===== src/rtl/bcc_pkg.sv =====
// Shared constants, event codes and inter-module structs for the button
// click classifier. No dependencies.
`default_nettype none
package bcc_pkg;

  localparam int NUM_KEYS_DEF = 4;
  localparam int MAX_RESULTS  = 8;
  localparam int PIN_W        = 4;
  localparam int KEY_W        = 2;
  localparam int CODE_W       = 3;
  localparam int MS_W         = 32;
  localparam int TICK_W       = 16;
  localparam int PERIOD_W     = 8;
  localparam int ADDR_W       = 5;
  localparam int DATA_W       = 32;

  localparam logic [CODE_W-1:0] EV_NONE   = 3'd0;
  localparam logic [CODE_W-1:0] EV_DOWN   = 3'd1;
  localparam logic [CODE_W-1:0] EV_UP     = 3'd2;
  localparam logic [CODE_W-1:0] EV_SINGLE = 3'd3;
  localparam logic [CODE_W-1:0] EV_DOUBLE = 3'd4;
  localparam logic [CODE_W-1:0] EV_LONG   = 3'd5;
  localparam logic [CODE_W-1:0] EV_REPEAT = 3'd6;

  localparam logic [2:0] REG_POLARITY = 3'd0;
  localparam logic [2:0] REG_PERIOD   = 3'd1;
  localparam logic [2:0] REG_LONG     = 3'd2;
  localparam logic [2:0] REG_GAP      = 3'd3;
  localparam logic [2:0] REG_REPEAT   = 3'd4;

  localparam logic [PIN_W-1:0]    POLARITY_RST = 4'd0;
  localparam logic [PERIOD_W-1:0] PERIOD_RST   = 8'd20;
  localparam logic [TICK_W-1:0]   LONG_RST     = 16'd1000;
  localparam logic [TICK_W-1:0]   GAP_RST      = 16'd200;
  localparam logic [TICK_W-1:0]   REPEAT_RST   = 16'd100;

  typedef struct packed {
    logic [TICK_W-1:0] long_ticks;
    logic [TICK_W-1:0] gap_ticks;
    logic [TICK_W-1:0] repeat_ticks;
  } lane_cfg_t;

  typedef struct packed {
    logic [CODE_W-1:0] edge_code;
    logic [CODE_W-1:0] fsm_code;
    logic              level;
    logic [MS_W-1:0]   held;
  } lane_res_t;

endpackage
`default_nettype wire


===== src/rtl/bcc_if.sv =====
// Valid/ready channel interfaces for tick requests and event results.
// Depends on bcc_pkg.
`default_nettype none
interface bcc_in_if;
  logic                        valid;
  logic                        ready;
  logic [bcc_pkg::PIN_W-1:0]   pin_levels;
  modport source (output valid, output pin_levels, input ready);
  modport sink   (input valid, input pin_levels, output ready);
endinterface

interface bcc_out_if;
  logic                         valid;
  logic                         ready;
  logic [bcc_pkg::KEY_W-1:0]    key_index;
  logic [bcc_pkg::CODE_W-1:0]   event_code;
  logic [bcc_pkg::MS_W-1:0]     held_ms;
  logic [bcc_pkg::PIN_W-1:0]    hold_mask;
  logic                         last;
  modport source (output valid, output key_index, output event_code, output held_ms,
                  output hold_mask, output last, input ready);
  modport sink   (input valid, input key_index, input event_code, input held_ms,
                  input hold_mask, input last, output ready);
endinterface
`default_nettype wire


===== src/rtl/button_click_classifier.sv =====
// Button click classifier: one request per millisecond tick carries the raw
// pin levels of the keys. When a tick request is taken, the millisecond
// counter and sample divider advance, and NUM_KEYS parallel lanes update
// their countdowns and, on a sample tick, their edge detectors and click
// state machines. The merge stage then hands out the tick's events in key
// order (edge event before state event per key), one result per cycle while
// the result channel is not stalled, at most eight per tick; a tick with no
// event yields one "none" result that carries the hold mask. Results pass
// through the merge stage's single output register. Input ready rises in the
// cycle after the last result of the previous tick has moved into that
// register. No clearing pass after reset.
// Depends on bcc_pkg, bcc_if, bcc_lane, bcc_merge.
`default_nettype none
module button_click_classifier #(
  parameter int NUM_KEYS = bcc_pkg::NUM_KEYS_DEF
) (
  input  wire logic                          clk,
  input  wire logic                          rst_n,
  bcc_in_if.sink                             in_ch,
  bcc_out_if.source                          out_ch,
  // APB-style register port
  input  wire logic                          psel,
  input  wire logic                          penable,
  input  wire logic                          pwrite,
  input  wire logic [bcc_pkg::ADDR_W-1:0]    paddr,
  input  wire logic [bcc_pkg::DATA_W-1:0]    pwdata,
  output logic [bcc_pkg::DATA_W-1:0]         prdata,
  output logic                               pready
);

  // configuration registers
  logic [bcc_pkg::PIN_W-1:0]     pol_r;
  logic [bcc_pkg::PERIOD_W-1:0]  period_r;
  logic [bcc_pkg::TICK_W-1:0]    long_r, gap_r, rpt_r;
  logic [2:0]                    reg_idx;
  logic                          wr_en;

  // tick timing
  logic [bcc_pkg::MS_W-1:0]      ms_r, ms_nxt;
  logic [bcc_pkg::PERIOD_W-1:0]  div_r, div_nxt, div_inc;
  logic                          sample, tick, pending;

  bcc_pkg::lane_cfg_t            lane_cfg;
  bcc_pkg::lane_res_t            lane_res [NUM_KEYS];
  logic [bcc_pkg::PIN_W-1:0]     hold_mask;

  assign pready  = 1'b1;
  assign reg_idx = paddr[4:2];
  assign wr_en   = psel && penable && pwrite;

  always_ff @(posedge clk) begin
    if (!rst_n) begin
      pol_r    <= bcc_pkg::POLARITY_RST;
      period_r <= bcc_pkg::PERIOD_RST;
      long_r   <= bcc_pkg::LONG_RST;
      gap_r    <= bcc_pkg::GAP_RST;
      rpt_r    <= bcc_pkg::REPEAT_RST;
    end else if (wr_en) begin
      case (reg_idx)
        bcc_pkg::REG_POLARITY: pol_r    <= pwdata[bcc_pkg::PIN_W-1:0];
        bcc_pkg::REG_PERIOD:   period_r <= pwdata[bcc_pkg::PERIOD_W-1:0];
        bcc_pkg::REG_LONG:     long_r   <= pwdata[bcc_pkg::TICK_W-1:0];
        bcc_pkg::REG_GAP:      gap_r    <= pwdata[bcc_pkg::TICK_W-1:0];
        bcc_pkg::REG_REPEAT:   rpt_r    <= pwdata[bcc_pkg::TICK_W-1:0];
        default: ;
      endcase
    end
  end

  always_comb begin
    case (reg_idx)
      bcc_pkg::REG_POLARITY: prdata = bcc_pkg::DATA_W'(pol_r);
      bcc_pkg::REG_PERIOD:   prdata = bcc_pkg::DATA_W'(period_r);
      bcc_pkg::REG_LONG:     prdata = bcc_pkg::DATA_W'(long_r);
      bcc_pkg::REG_GAP:      prdata = bcc_pkg::DATA_W'(gap_r);
      bcc_pkg::REG_REPEAT:   prdata = bcc_pkg::DATA_W'(rpt_r);
      default:               prdata = '0;
    endcase
  end

  // a new tick request only when the previous tick's events are all handed on
  assign in_ch.ready = !pending;
  assign tick        = in_ch.valid && in_ch.ready;

  // divider test is >= so a lowered period (or zero) samples on the next tick
  always_comb begin
    ms_nxt  = ms_r + 1'b1;
    div_inc = div_r + 1'b1;
    sample  = (div_inc >= period_r);
    div_nxt = sample ? '0 : div_inc;
  end

  always_ff @(posedge clk) begin
    if (!rst_n) begin
      ms_r  <= '0;
      div_r <= '0;
    end else if (tick) begin
      ms_r  <= ms_nxt;
      div_r <= div_nxt;
    end
  end

  assign lane_cfg.long_ticks   = long_r;
  assign lane_cfg.gap_ticks    = gap_r;
  assign lane_cfg.repeat_ticks = rpt_r;

  // keys past the pin field read level 0 and are active low
  for (genvar k = 0; k < NUM_KEYS; k++) begin : g_lane
    logic pin_k, pol_k;
    if (k < bcc_pkg::PIN_W) begin : g_pin
      assign pin_k = in_ch.pin_levels[k];
      assign pol_k = pol_r[k];
    end else begin : g_nopin
      assign pin_k = 1'b0;
      assign pol_k = 1'b0;
    end
    bcc_lane u_lane (
      .clk    (clk),
      .rst_n  (rst_n),
      .tick   (tick),
      .sample (sample),
      .pin    (pin_k),
      .pol    (pol_k),
      .ms_now (ms_nxt),
      .cfg    (lane_cfg),
      .res    (lane_res[k])
    );
  end

  // hold mask only covers the keys that have a pin
  for (genvar b = 0; b < bcc_pkg::PIN_W; b++) begin : g_hold
    if (b < NUM_KEYS) begin : g_key
      assign hold_mask[b] = lane_res[b].level;
    end else begin : g_none
      assign hold_mask[b] = 1'b0;
    end
  end

  bcc_merge #(
    .NUM_KEYS (NUM_KEYS)
  ) u_merge (
    .clk       (clk),
    .rst_n     (rst_n),
    .load      (tick),
    .lane_res  (lane_res),
    .hold_mask (hold_mask),
    .pending   (pending),
    .out_ch    (out_ch)
  );

endmodule
`default_nettype wire


===== src/rtl/bcc_lane.sv =====
// One key lane: level sampling, edge detect, countdown and click state machine.
// Depends on bcc_pkg.
`default_nettype none
module bcc_lane (
  input  wire logic                         clk,
  input  wire logic                         rst_n,
  input  wire logic                         tick,
  input  wire logic                         sample,
  input  wire logic                         pin,
  input  wire logic                         pol,
  input  wire logic [bcc_pkg::MS_W-1:0]     ms_now,
  input  wire bcc_pkg::lane_cfg_t           cfg,
  output bcc_pkg::lane_res_t                res
);

  localparam logic [2:0] ST_IDLE      = 3'd0;
  localparam logic [2:0] ST_HOLD_UP   = 3'd1;
  localparam logic [2:0] ST_DBL_WAIT  = 3'd2;
  localparam logic [2:0] ST_DBL_UP    = 3'd3;
  localparam logic [2:0] ST_LONG_RPT  = 3'd4;

  logic [2:0]                   st_r, st_nxt;
  logic                         level_r, level_nxt;
  logic [bcc_pkg::TICK_W-1:0]   cd_r, cd_nxt, cd_dec;
  logic [bcc_pkg::MS_W-1:0]     stamp_r, stamp_nxt;
  logic                         pressed;
  logic [bcc_pkg::MS_W-1:0]     held;
  logic [bcc_pkg::CODE_W-1:0]   edge_code, fsm_code;

  always_comb begin
    pressed   = (pin == pol);
    cd_dec    = (cd_r != '0) ? cd_r - 1'b1 : cd_r;
    held      = ms_now - stamp_r;
    edge_code = bcc_pkg::EV_NONE;
    fsm_code  = bcc_pkg::EV_NONE;
    st_nxt    = st_r;
    cd_nxt    = cd_dec;
    stamp_nxt = stamp_r;
    level_nxt = level_r;
    if (sample) begin
      level_nxt = pressed;
      if (pressed && !level_r) begin
        stamp_nxt = ms_now;
        held      = '0;
        edge_code = bcc_pkg::EV_DOWN;
      end else if (!pressed && level_r) begin
        edge_code = bcc_pkg::EV_UP;
      end
      case (st_r)
        ST_IDLE: begin
          if (pressed) begin
            cd_nxt = cfg.long_ticks;
            st_nxt = ST_HOLD_UP;
          end
        end
        ST_HOLD_UP: begin
          if (!pressed) begin
            cd_nxt = cfg.gap_ticks;
            st_nxt = ST_DBL_WAIT;
          end else if (cd_dec == '0) begin
            fsm_code = bcc_pkg::EV_LONG;
            cd_nxt   = cfg.repeat_ticks;
            st_nxt   = ST_LONG_RPT;
          end
        end
        ST_DBL_WAIT: begin
          if (pressed) begin
            fsm_code = bcc_pkg::EV_DOUBLE;
            st_nxt   = ST_DBL_UP;
          end else if (cd_dec == '0) begin
            fsm_code = bcc_pkg::EV_SINGLE;
            st_nxt   = ST_IDLE;
          end
        end
        ST_DBL_UP: begin
          if (!pressed) st_nxt = ST_IDLE;
        end
        ST_LONG_RPT: begin
          if (!pressed) begin
            st_nxt = ST_IDLE;
          end else if (cd_dec == '0) begin
            fsm_code = bcc_pkg::EV_REPEAT;
            cd_nxt   = cfg.repeat_ticks;
          end
        end
        default: st_nxt = ST_IDLE;
      endcase
    end
    res.edge_code = edge_code;
    res.fsm_code  = fsm_code;
    res.level     = level_nxt;
    res.held      = held;
  end

  always_ff @(posedge clk) begin
    if (!rst_n) begin
      st_r    <= ST_IDLE;
      level_r <= 1'b0;
      cd_r    <= '0;
      stamp_r <= '0;
    end else if (tick) begin
      st_r    <= st_nxt;
      level_r <= level_nxt;
      cd_r    <= cd_nxt;
      stamp_r <= stamp_nxt;
    end
  end

endmodule
`default_nettype wire


===== src/rtl/bcc_merge.sv =====
// Merge stage: captures all lane events of a tick, then serialises them in key
// order into a registered result stage, capped per tick. Depends on bcc_pkg, bcc_if.
`default_nettype none
module bcc_merge #(
  parameter int NUM_KEYS = bcc_pkg::NUM_KEYS_DEF
) (
  input  wire logic                        clk,
  input  wire logic                        rst_n,
  input  wire logic                        load,
  input  wire bcc_pkg::lane_res_t          lane_res [NUM_KEYS],
  input  wire logic [bcc_pkg::PIN_W-1:0]   hold_mask,
  output logic                             pending,
  bcc_out_if.source                        out_ch
);

  localparam int NSLOT = 2 * NUM_KEYS;
  localparam int CW    = $clog2(bcc_pkg::MAX_RESULTS);

  logic [NSLOT-1:0]                 mask_r, mask_nxt, rest;
  logic                             none_r, none_nxt;
  logic [CW-1:0]                    cnt_r, cnt_nxt;
  logic [bcc_pkg::CODE_W-1:0]       edge_r  [NUM_KEYS];
  logic [bcc_pkg::CODE_W-1:0]       fsm_r   [NUM_KEYS];
  logic [bcc_pkg::MS_W-1:0]         held_r  [NUM_KEYS];
  logic [bcc_pkg::PIN_W-1:0]        hmask_r;

  logic                             ov_r, ov_nxt;
  logic [bcc_pkg::KEY_W-1:0]        okey_r;
  logic [bcc_pkg::CODE_W-1:0]       ocode_r;
  logic [bcc_pkg::MS_W-1:0]         oheld_r;
  logic [bcc_pkg::PIN_W-1:0]        omask_r;
  logic                             olast_r;

  logic                             issue, sel_last;
  logic [bcc_pkg::KEY_W-1:0]        sel_key;
  logic [bcc_pkg::CODE_W-1:0]       sel_code;
  logic [bcc_pkg::MS_W-1:0]         sel_held;
  logic [NSLOT-1:0]                 load_mask;

  assign pending = (mask_r != '0) || none_r;
  assign issue   = pending && (!ov_r || out_ch.ready);

  always_comb begin
    for (int k = 0; k < NUM_KEYS; k++) begin
      load_mask[2*k]   = (lane_res[k].edge_code != bcc_pkg::EV_NONE);
      load_mask[2*k+1] = (lane_res[k].fsm_code != bcc_pkg::EV_NONE);
    end
  end

  // lowest pending slot wins: slot 2k is key k's edge event, 2k+1 its state event
  always_comb begin
    sel_key  = '0;
    sel_code = bcc_pkg::EV_NONE;
    sel_held = '0;
    for (int j = NSLOT - 1; j >= 0; j--) begin
      if (mask_r[j]) begin
        sel_key  = bcc_pkg::KEY_W'(j >> 1);
        sel_code = j[0] ? fsm_r[j >> 1] : edge_r[j >> 1];
        sel_held = (sel_code == bcc_pkg::EV_UP || sel_code == bcc_pkg::EV_LONG ||
                    sel_code == bcc_pkg::EV_REPEAT) ? held_r[j >> 1] : '0;
      end
    end
    rest     = mask_r & (mask_r - 1'b1);
    sel_last = none_r || (rest == '0) || (cnt_r == CW'(bcc_pkg::MAX_RESULTS - 1));

    mask_nxt = mask_r;
    none_nxt = none_r;
    cnt_nxt  = cnt_r;
    if (load) begin
      mask_nxt = load_mask;
      none_nxt = (load_mask == '0);
      cnt_nxt  = '0;
    end else if (issue) begin
      if (none_r) none_nxt = 1'b0;
      else        mask_nxt = sel_last ? '0 : rest;
      cnt_nxt = cnt_r + 1'b1;
    end
    ov_nxt = issue ? 1'b1 : (out_ch.ready ? 1'b0 : ov_r);
  end

  always_ff @(posedge clk) begin
    if (!rst_n) begin
      mask_r <= '0;
      none_r <= 1'b0;
      cnt_r  <= '0;
      ov_r   <= 1'b0;
    end else begin
      mask_r <= mask_nxt;
      none_r <= none_nxt;
      cnt_r  <= cnt_nxt;
      ov_r   <= ov_nxt;
    end
  end

  always_ff @(posedge clk) begin
    if (load) begin
      for (int k = 0; k < NUM_KEYS; k++) begin
        edge_r[k] <= lane_res[k].edge_code;
        fsm_r[k]  <= lane_res[k].fsm_code;
        held_r[k] <= lane_res[k].held;
      end
      hmask_r <= hold_mask;
    end
    if (issue) begin
      okey_r  <= none_r ? '0 : sel_key;
      ocode_r <= none_r ? bcc_pkg::EV_NONE : sel_code;
      oheld_r <= none_r ? '0 : sel_held;
      omask_r <= hmask_r;
      olast_r <= sel_last;
    end
  end

  assign out_ch.valid      = ov_r;
  assign out_ch.key_index  = okey_r;
  assign out_ch.event_code = ocode_r;
  assign out_ch.held_ms    = oheld_r;
  assign out_ch.hold_mask  = omask_r;
  assign out_ch.last       = olast_r;

endmodule
`default_nettype wire


===== src/flat_wrapper.sv =====
// flat-port wrapper written by rule: the top's interface ports become plain ports
module button_click_classifier_flat 
#(
  parameter int NUM_KEYS = bcc_pkg::NUM_KEYS_DEF
)
  (clk, rst_n, psel, penable, pwrite, paddr, pwdata, prdata, pready, in_ch_valid, in_ch_pin_levels, in_ch_ready, out_ch_valid, out_ch_key_index, out_ch_event_code, out_ch_held_ms, out_ch_hold_mask, out_ch_last, out_ch_ready);
  bcc_in_if in_ch_i ();
  bcc_out_if out_ch_i ();
  input  wire logic clk;
  input  wire logic rst_n;
  input  wire logic psel;
  input  wire logic penable;
  input  wire logic pwrite;
  input  wire logic [bcc_pkg::ADDR_W-1:0] paddr;
  input  wire logic [bcc_pkg::DATA_W-1:0] pwdata;
  output logic [bcc_pkg::DATA_W-1:0] prdata;
  output logic pready;
  input wire logic [$bits(in_ch_i.valid)-1:0] in_ch_valid;
  input wire logic [$bits(in_ch_i.pin_levels)-1:0] in_ch_pin_levels;
  output wire logic [$bits(in_ch_i.ready)-1:0] in_ch_ready;
  output wire logic [$bits(out_ch_i.valid)-1:0] out_ch_valid;
  output wire logic [$bits(out_ch_i.key_index)-1:0] out_ch_key_index;
  output wire logic [$bits(out_ch_i.event_code)-1:0] out_ch_event_code;
  output wire logic [$bits(out_ch_i.held_ms)-1:0] out_ch_held_ms;
  output wire logic [$bits(out_ch_i.hold_mask)-1:0] out_ch_hold_mask;
  output wire logic [$bits(out_ch_i.last)-1:0] out_ch_last;
  input wire logic [$bits(out_ch_i.ready)-1:0] out_ch_ready;
  assign in_ch_i.valid = in_ch_valid;
  assign in_ch_i.pin_levels = in_ch_pin_levels;
  assign in_ch_ready = in_ch_i.ready;
  assign out_ch_valid = out_ch_i.valid;
  assign out_ch_key_index = out_ch_i.key_index;
  assign out_ch_event_code = out_ch_i.event_code;
  assign out_ch_held_ms = out_ch_i.held_ms;
  assign out_ch_hold_mask = out_ch_i.hold_mask;
  assign out_ch_last = out_ch_i.last;
  assign out_ch_i.ready = out_ch_ready;
  button_click_classifier #(.NUM_KEYS(NUM_KEYS)) u_core (.clk(clk), .rst_n(rst_n), .in_ch(in_ch_i), .out_ch(out_ch_i), .psel(psel), .penable(penable), .pwrite(pwrite), .paddr(paddr), .pwdata(pwdata), .prdata(prdata), .pready(pready));
endmodule

===== config.mk =====
export PLATFORM = sky130hd
export DESIGN_NAME = button_click_classifier_flat
export DESIGN_NICKNAME = d
export VERILOG_FILES = /design/src/rtl/bcc_pkg.sv /design/src/rtl/bcc_if.sv /design/src/rtl/button_click_classifier.sv /design/src/rtl/bcc_lane.sv /design/src/rtl/bcc_merge.sv /design/src/flat_wrapper.sv
export SDC_FILE = /design/constraint.sdc
export NUM_CORES = 2
export LEC_CHECK = 0
export BUFFER_PORTS_ARGS = -buffer_cell sky130_fd_sc_hd__buf_2
export CORE_MARGIN = 2
export CORE_UTILIZATION = 30
export CTS_CLUSTER_SIZE = 30
export DETAILED_ROUTE_END_ITERATION = 16
export REMOVE_ABC_BUFFERS = 1
export SLEW_MARGIN = 20
export SYNTH_ARGS = -nofsm -noshare
export SYNTH_HDL_FRONTEND = slang
export SYNTH_HIERARCHICAL = 1
export SYNTH_SLANG_ARGS = --single-unit

===== constraint.sdc =====
create_clock -name clk -period 10.1 [get_ports clk]
set_input_delay 2.02 -clock clk [delete_from_list [all_inputs] [get_ports clk]]
set_output_delay 2.02 -clock clk [all_outputs]
set_load 0.05 [all_outputs]

## Word-level counts from Yosys, hierarchy flattened

Memory sizes are Yosys's and may differ from the RTL's.
Cells that the tools add are included.

| storage, ports and cells | value |
|---|---|
| RAM bits | 148 |
| bits in latches | 0 |
| memories kept | 3 |
| bits in registers | 367 |
| output and inout port bits | 77 |
| input port bits | 48 |
| ROM bits | 0 |
| word-level logic and storage cells | 361 |

| operators by class | value |
|---|---|
| magnitude comparators | 1 |
| multipliers | 0 |
| shift operators | 0 |
| reduce and logical (&&, ||, !) cells | 89 |
| mux-type cells | 154 |
| eq/ne operators | 66 |
| add/subtract/negate cells | 12 |
| bitwise operators | 2 |
| div/mod/pow operators | 0 |

Memories:

| memory | words | width | rd ports | clocked after Yosys merged registers in | wr ports | RTL line | text |
|---|---|---|---|---|---|---|---|
| u_core.u_merge.held_r | 4 | 32 | 4 | 0 | 4 | bcc_merge.sv:24 | `logic [bcc_pkg::MS_W-1:0] held_r [NUM_KEYS];` |
| u_core.u_merge.fsm_r | 4 | 3 | 4 | 0 | 4 | bcc_merge.sv:23 | `logic [bcc_pkg::CODE_W-1:0] fsm_r [NUM_KEYS];` |
| u_core.u_merge.edge_r | 4 | 2 | 4 | 0 | 4 | bcc_merge.sv:22 | `logic [bcc_pkg::CODE_W-1:0] edge_r [NUM_KEYS];` |

Operator list:

| operator | count |
|---|---|
| $mux W32 | 24 |
| $mux W16 | 24 |
| $pmux W16 S3 | 4 |
| $mux W3 | 56 |
| $sub A32 B32 Y32 | 4 |
| $pmux W16 S5 | 1 |
| $eq A3 B3 Y1 const B | 22 |
| $logic_not A16 Y1 | 4 |
| $reduce_bool A16 Y1 | 4 |
| $sub A16 B1 Y16 const B | 4 |
| $eq A3 B2 Y1 const B | 18 |
| $pmux W3 S4 | 4 |
| $mux W2 | 20 |
| $mux W8 | 5 |
| $pmux W3 S3 | 4 |
| $add A32 B1 Y32 const B | 1 |
| $ne A3 B3 Y1 const B | 8 |
| $reduce_and A6 Y1 | 4 |
| $reduce_bool A3 Y1 | 8 |
| $logic_or A1 B1 Y1 | 20 |
| $logic_not A8 Y1 | 2 |
| $ne A2 B2 Y1 const B | 8 |
| $eq A3 B1 Y1 const B | 5 |
| $logic_not A3 Y1 | 5 |
| other kinds (18) | 65 |

## Depth between registers and ports, before layout

An unclocked memory read counts as a cell.

| logic depth | value |
|---|---|
| depth in word-level cells | 13 |
| depth in mapped cells | 20 |
| depth with buffers taken out | 17 |

## Modules after synthesis

Netlist, hierarchy kept.

Modules (own cells, without submodules):

| module | area an instance (um^2) | cells an instance | times used | seq. area each (um^2) |
|---|---|---|---|---|
| bcc_lane at u_core.g_lane[0].u_lane ... | 5316.3 | 771 | 2 | 1041.0 |
| bcc_merge | 8087.8 | 505 | 1 | 6206.0 |
| bcc_lane at u_core.g_lane[2].u_lane | 5735.5 | 813 | 1 | 1041.0 |
| bcc_lane at u_core.g_lane[3].u_lane | 5412.7 | 784 | 1 | 1041.0 |
| button_click_classifier | 5316.3 | 648 | 1 | 2001.9 |

## Least setup slack after synthesis

OpenSTA, ideal clock, no wires.

| timing path | value |
|---|---|
| path type | input to output |
| start | in paddr[2] in the netlist's numbering |
| end | out prdata[10] in the netlist's numbering |
| stages on the path | 4 |
| arrival time | 3.846 ns |
| slack | 4.234 ns |
| buffers on the path | 2 |
| data required time | 8.080 ns |
| cell sequence | buf_1 buf_2 mux2i_1 o21ai_0 |

| between the ends | value |
|---|---|
| longest elaborated chain between the ends | 2 |
| elaborated cells on any way between the ends | 6 |
| those cells by class | eq/ne (4); mux (1); reduce/logical (1) |

RTL lines:

| what | RTL line | text |
|---|---|---|
| from (decl) | flat_wrapper.sv:14 | `input wire logic [bcc_pkg::ADDR_W-1:0] paddr;` |
| $eq A3 B3 Y1, or another cell as far along | button_click_classifier.sv:71 | `case (reg_idx)` |
| $pmux W16 S5 (*) | button_click_classifier.sv:71 |  |
| to (decl) | flat_wrapper.sv:16 | `output logic [bcc_pkg::DATA_W-1:0] prdata;` |

Every way passes the cells marked *; elsewhere a longest branch is shown, timed or not.

## Worst setup path in the final report

| timing path | value |
|---|---|
| start | in paddr[2] in the netlist's numbering |
| end | out prdata[13] in the netlist's numbering |

The elaborated chain is that of the path after synthesis.

==> results.md <==
- Final Hold Viols: 0
- Global route total overflow: 0
- P_int: 5.46 mW
- CP endpoint kind: primary output
- Main combinational cell family by area after synthesis: compound AO/OA/AOI/OAI gates
- Max Cap Viol: 0
- Placed cell areas: ~0.037 mm^2
- Final nets: between 4,000 and 5,000
- Met2 wire len: approximately 50,000 um
- DP HPWL: 77,600 um
- Tightest Pin Transition: 1140 ps
- Sw frac: 40.4%
- Total setup buffers inserted after CTS: 0
- Fraction of registers with async set or reset after synthesis: 0%
- CTS max path bufs: 3
- CTS root buf: clkbuf_16
- Post-Route WL: roughly 110,000 um
- Top cell type's share of synthesized area: between 10% and 20%
- Die Ht: 346 um
- Post-Synth Simple-Gate Area: 22.7%
- Clock tree sinks: 519
- Worst VDD drop: 0.000123 V
- WP data arrival: between 3000 and 4000 ps
- Fmax: around 180 MHz
- Clk pwr share: 25.8%
- DRT Pass-1 Iters: 6
- Wire length on met1: roughly 49,000 um
- Synthesis-to-finish area growth: 11.1%
- Htree depth: 2
- Startpoint Class: input pin
- Post-Syn Instances: 4,292
- Synth Area in XOR/XNOR: 4.95%
- Cell area after layout: ~0.039 mm^2
- DR WL/cell: 19.2 um
- P_sw: approximately 3.7 mW
- Vias: 31,961
- Total GRT Usage: between 10% and 20%
- I/O Buffers: 89
- Synth cell types: 126
- Synth Warn #: 6
- Number of hold-repair buffers added at the cts stage: 0
- Mapped Area: 0.0352 mm^2
- Clock Latency Late Sink: 690 ps
- Overall die width: ~350 um
- Pleak: between 10 and 15 nW
- Site Rows: 125
- Status: finished clean
- Min Hold Slack: 421 ps
- Share of post-route cells with drive strength above 1: approximately 9.0%
- Final RePlAce weighted congestion: 0.916
- Max Used Layer: met5
- Period utilization: 56.4%
- Core area: 0.116 mm^2
- Setup TNS: 0 ps
- Pwr/cell area: between 200 and 250 mW/mm^2
- Slew Limit Headroom: a little under a quarter
- DIE AREA: roughly 0.12 mm^2
- Top FF cell, synth: dfxtp_1
- Cell taking the most area after synthesis: dfxtp_1
- RSZ-0062 raised after global routing: false
- Largest net degree at the start of global routing: 119
- DR DRC count: 0
- Fin Clk Skew: roughly 58 ps
- Antenna violations before repair: 10
- I/O pins: 125
- Mapped Avg Cell Area: between 8 and 9 um^2
- DRT antenna net count: 0
- CTS resizes: 0
- Initial core utilization: 30.3%
- Synth Area in Adders: under 10%
- Synth area leaders: dfxtp_1 18%, edfxtp_1 17%, nand2_1 7.5%
- Pwr Total: 9.16 mW
- Combinational Power Share: 39.1%
- Final number of setup-violating endpoints: 0
- Slew Limit Fails: 0
- First-pass GRT wire length: roughly 170,000 um
- Initial drt markers: 2,991
- Crit Path Category: in -> out
- Metal3 WL: around 9000 um
- Register area share after synthesis: 35.2%
- EDFF count, synth: 198
- Worst-path maximum fanout: 24
- Clock transition at path regs: 60 ps
- Vias/cell: 5.47
- Mux share of post-synthesis cell area: about 2.2%
- Num CTS Buffers: 61
- Fin crit period: 5690 ps
- Hold WC Path Type: reg -> reg
- Compound-gate portion of the synthesized area: roughly a quarter
- Number of synthesized register bits: 519
- Sequential power share: around a third
- Req. time, crit path: 8080 ps
- CTS tree: built
- Vias in the first global route: slightly below 30,000
critical path, cell delays in order:
cell	delay [ps]
buf_2	280
and2b_1	460
and2b_1	380
nand2_1	80
o21ai_0	130
buf_2	320
through the flow:
stage                     cells  utilization [%]  worst slack, ps
after floorplan            4043                -             -573
after global placement     5720             31.8             4450
after detailed placement   5720             31.8             4440
after CTS                  5836             33.6             4450
after global routing       5838             33.6             4310
final                      5840             33.6             4410
layout make-up:
| cell class | count | area, um^2 |
|---|---|---|
| clock inverter | 34 | 444 |
| inverter | 206 | 781 |
| antenna | 4 | 10.0 |
| timing repair buffer | 153 | 935 |
| tap | 1524 | 1910 |
| clock buffer | 82 | 1690 |
| multi-input combinational | 3318 | 21000 |
| sequential | 519 | 12400 |
| fill | 12100 | 77100 |
placed cells by master (no fill, tap or decap), drive strengths merged, types with 23 or more instances in the layout:
cell type | synthesis | final
nor2 | 364 | 364
nor4 | 35 | 35
and3 | 34 | 34
clkbuf | 171 | 83
o211ai | 75 | 75
nand2b | 38 | 38
a22oi | 53 | 53
edfxtp | 198 | 198
xnor2 | 111 | 111
a21o | 64 | 64
o21a | 36 | 36
nand2 | 706 | 706
ha | 140 | 140
nand3 | 101 | 101
mux2 | 26 | 26
mux2i | 48 | 48
o22ai | 23 | 23
a21oi | 236 | 236
o21ai | 256 | 256
a21boi | 180 | 180
nand4 | 64 | 64
and2 | 35 | 35
nor2b | 41 | 41
a211oi | 38 | 38
a31oi | 35 | 35
dfxtp | 321 | 321
nor3 | 114 | 114
inv | 205 | 211
xor2 | 87 | 87
buf | 93 | 152
state kept, by name (all words and copies together) (netlist names), 16 cells and up:
name                           cells
u_core/gap_r                      16
u_core/ms_r                       32
u_core/u_merge/held_r            128
u_core/long_r                     16
u_core/rpt_r                      16
u_core/g_lane.u_lane/cd_r         64
u_core/g_lane.u_lane/stamp_r     128
u_core/u_merge/out_ch.held_ms     32
worst paths after layout:
| path | cells after the start | start | end | slack (ps) |
|---|---|---|---|---|
| worst max-delay path | 6 | paddr[2] | prdata[13] | 4410 |
| worst min register to register | 0 | u_core/u_merge/hmask_r[3]$_DFFE_PP_ | u_core/u_merge/out_ch.hold_mask[3]$_DFFE_PP_ | 420 |
| worst min-delay path | 0 | u_core/u_merge/hmask_r[3]$_DFFE_PP_ | u_core/u_merge/out_ch.hold_mask[3]$_DFFE_PP_ | 420 |
| worst max register to register | 13 | u_core/ms_r[0]$_SDFFE_PN0P_ | u_core/u_merge/held_r[1][31]$_DFFE_PP_ | 4700 |
power groups by stage:
stage	clock network [mW]	logic [mW]	registers, mW
2_1_floorplan	0	2.39	3.48
3_3_place_gp	0	3.51	3.24
3_5_place_dp	0	3.55	3.25
4_1_cts	2.42	3.56	3.21
5_1_grt	2.50	3.92	3.28
6_report	2.36	3.58	3.21
logic make-up (layout without fill, tap and decap cells):
family,count (synthesis),after routing
muxes,74,74
other,6,25
DFF,519,519
AOI/OAI and AO/OA,1228,1228
xor gates and xnor gates,198,198
buffers and inverters,470,475
adders and majority gates,144,144
and+or+nand+nor,1653,1653
per-layer routing:
| metal | GRT usage (%) | up-vias |
|---|---|---|
| li1 | - | 15399 |
| met1 | 24.3 | 15134 |
| met2 | 28.4 | 1144 |
| met3 | 3.38 | 270 |
| met4 | 7.59 | 14 |
| met5 | 0 | - |
cells in the mapped netlist (48+ instances only):
master	count
o211ai_1	64
o21ai_0	232
nand3_1	98
clkbuf_1	166
nor2_1	360
nand4_1	59
xnor2_1	110
dfxtp_1	321
mux2i_1	48
xor2_1	87
inv_1	204
nand2_1	702
a21o_1	64
a21boi_0	175
nor3_1	109
a22oi_1	53
ha_1	140
a21oi_1	235
edfxtp_1	198
No activity file was read; power rests on OpenSTA's default activity.
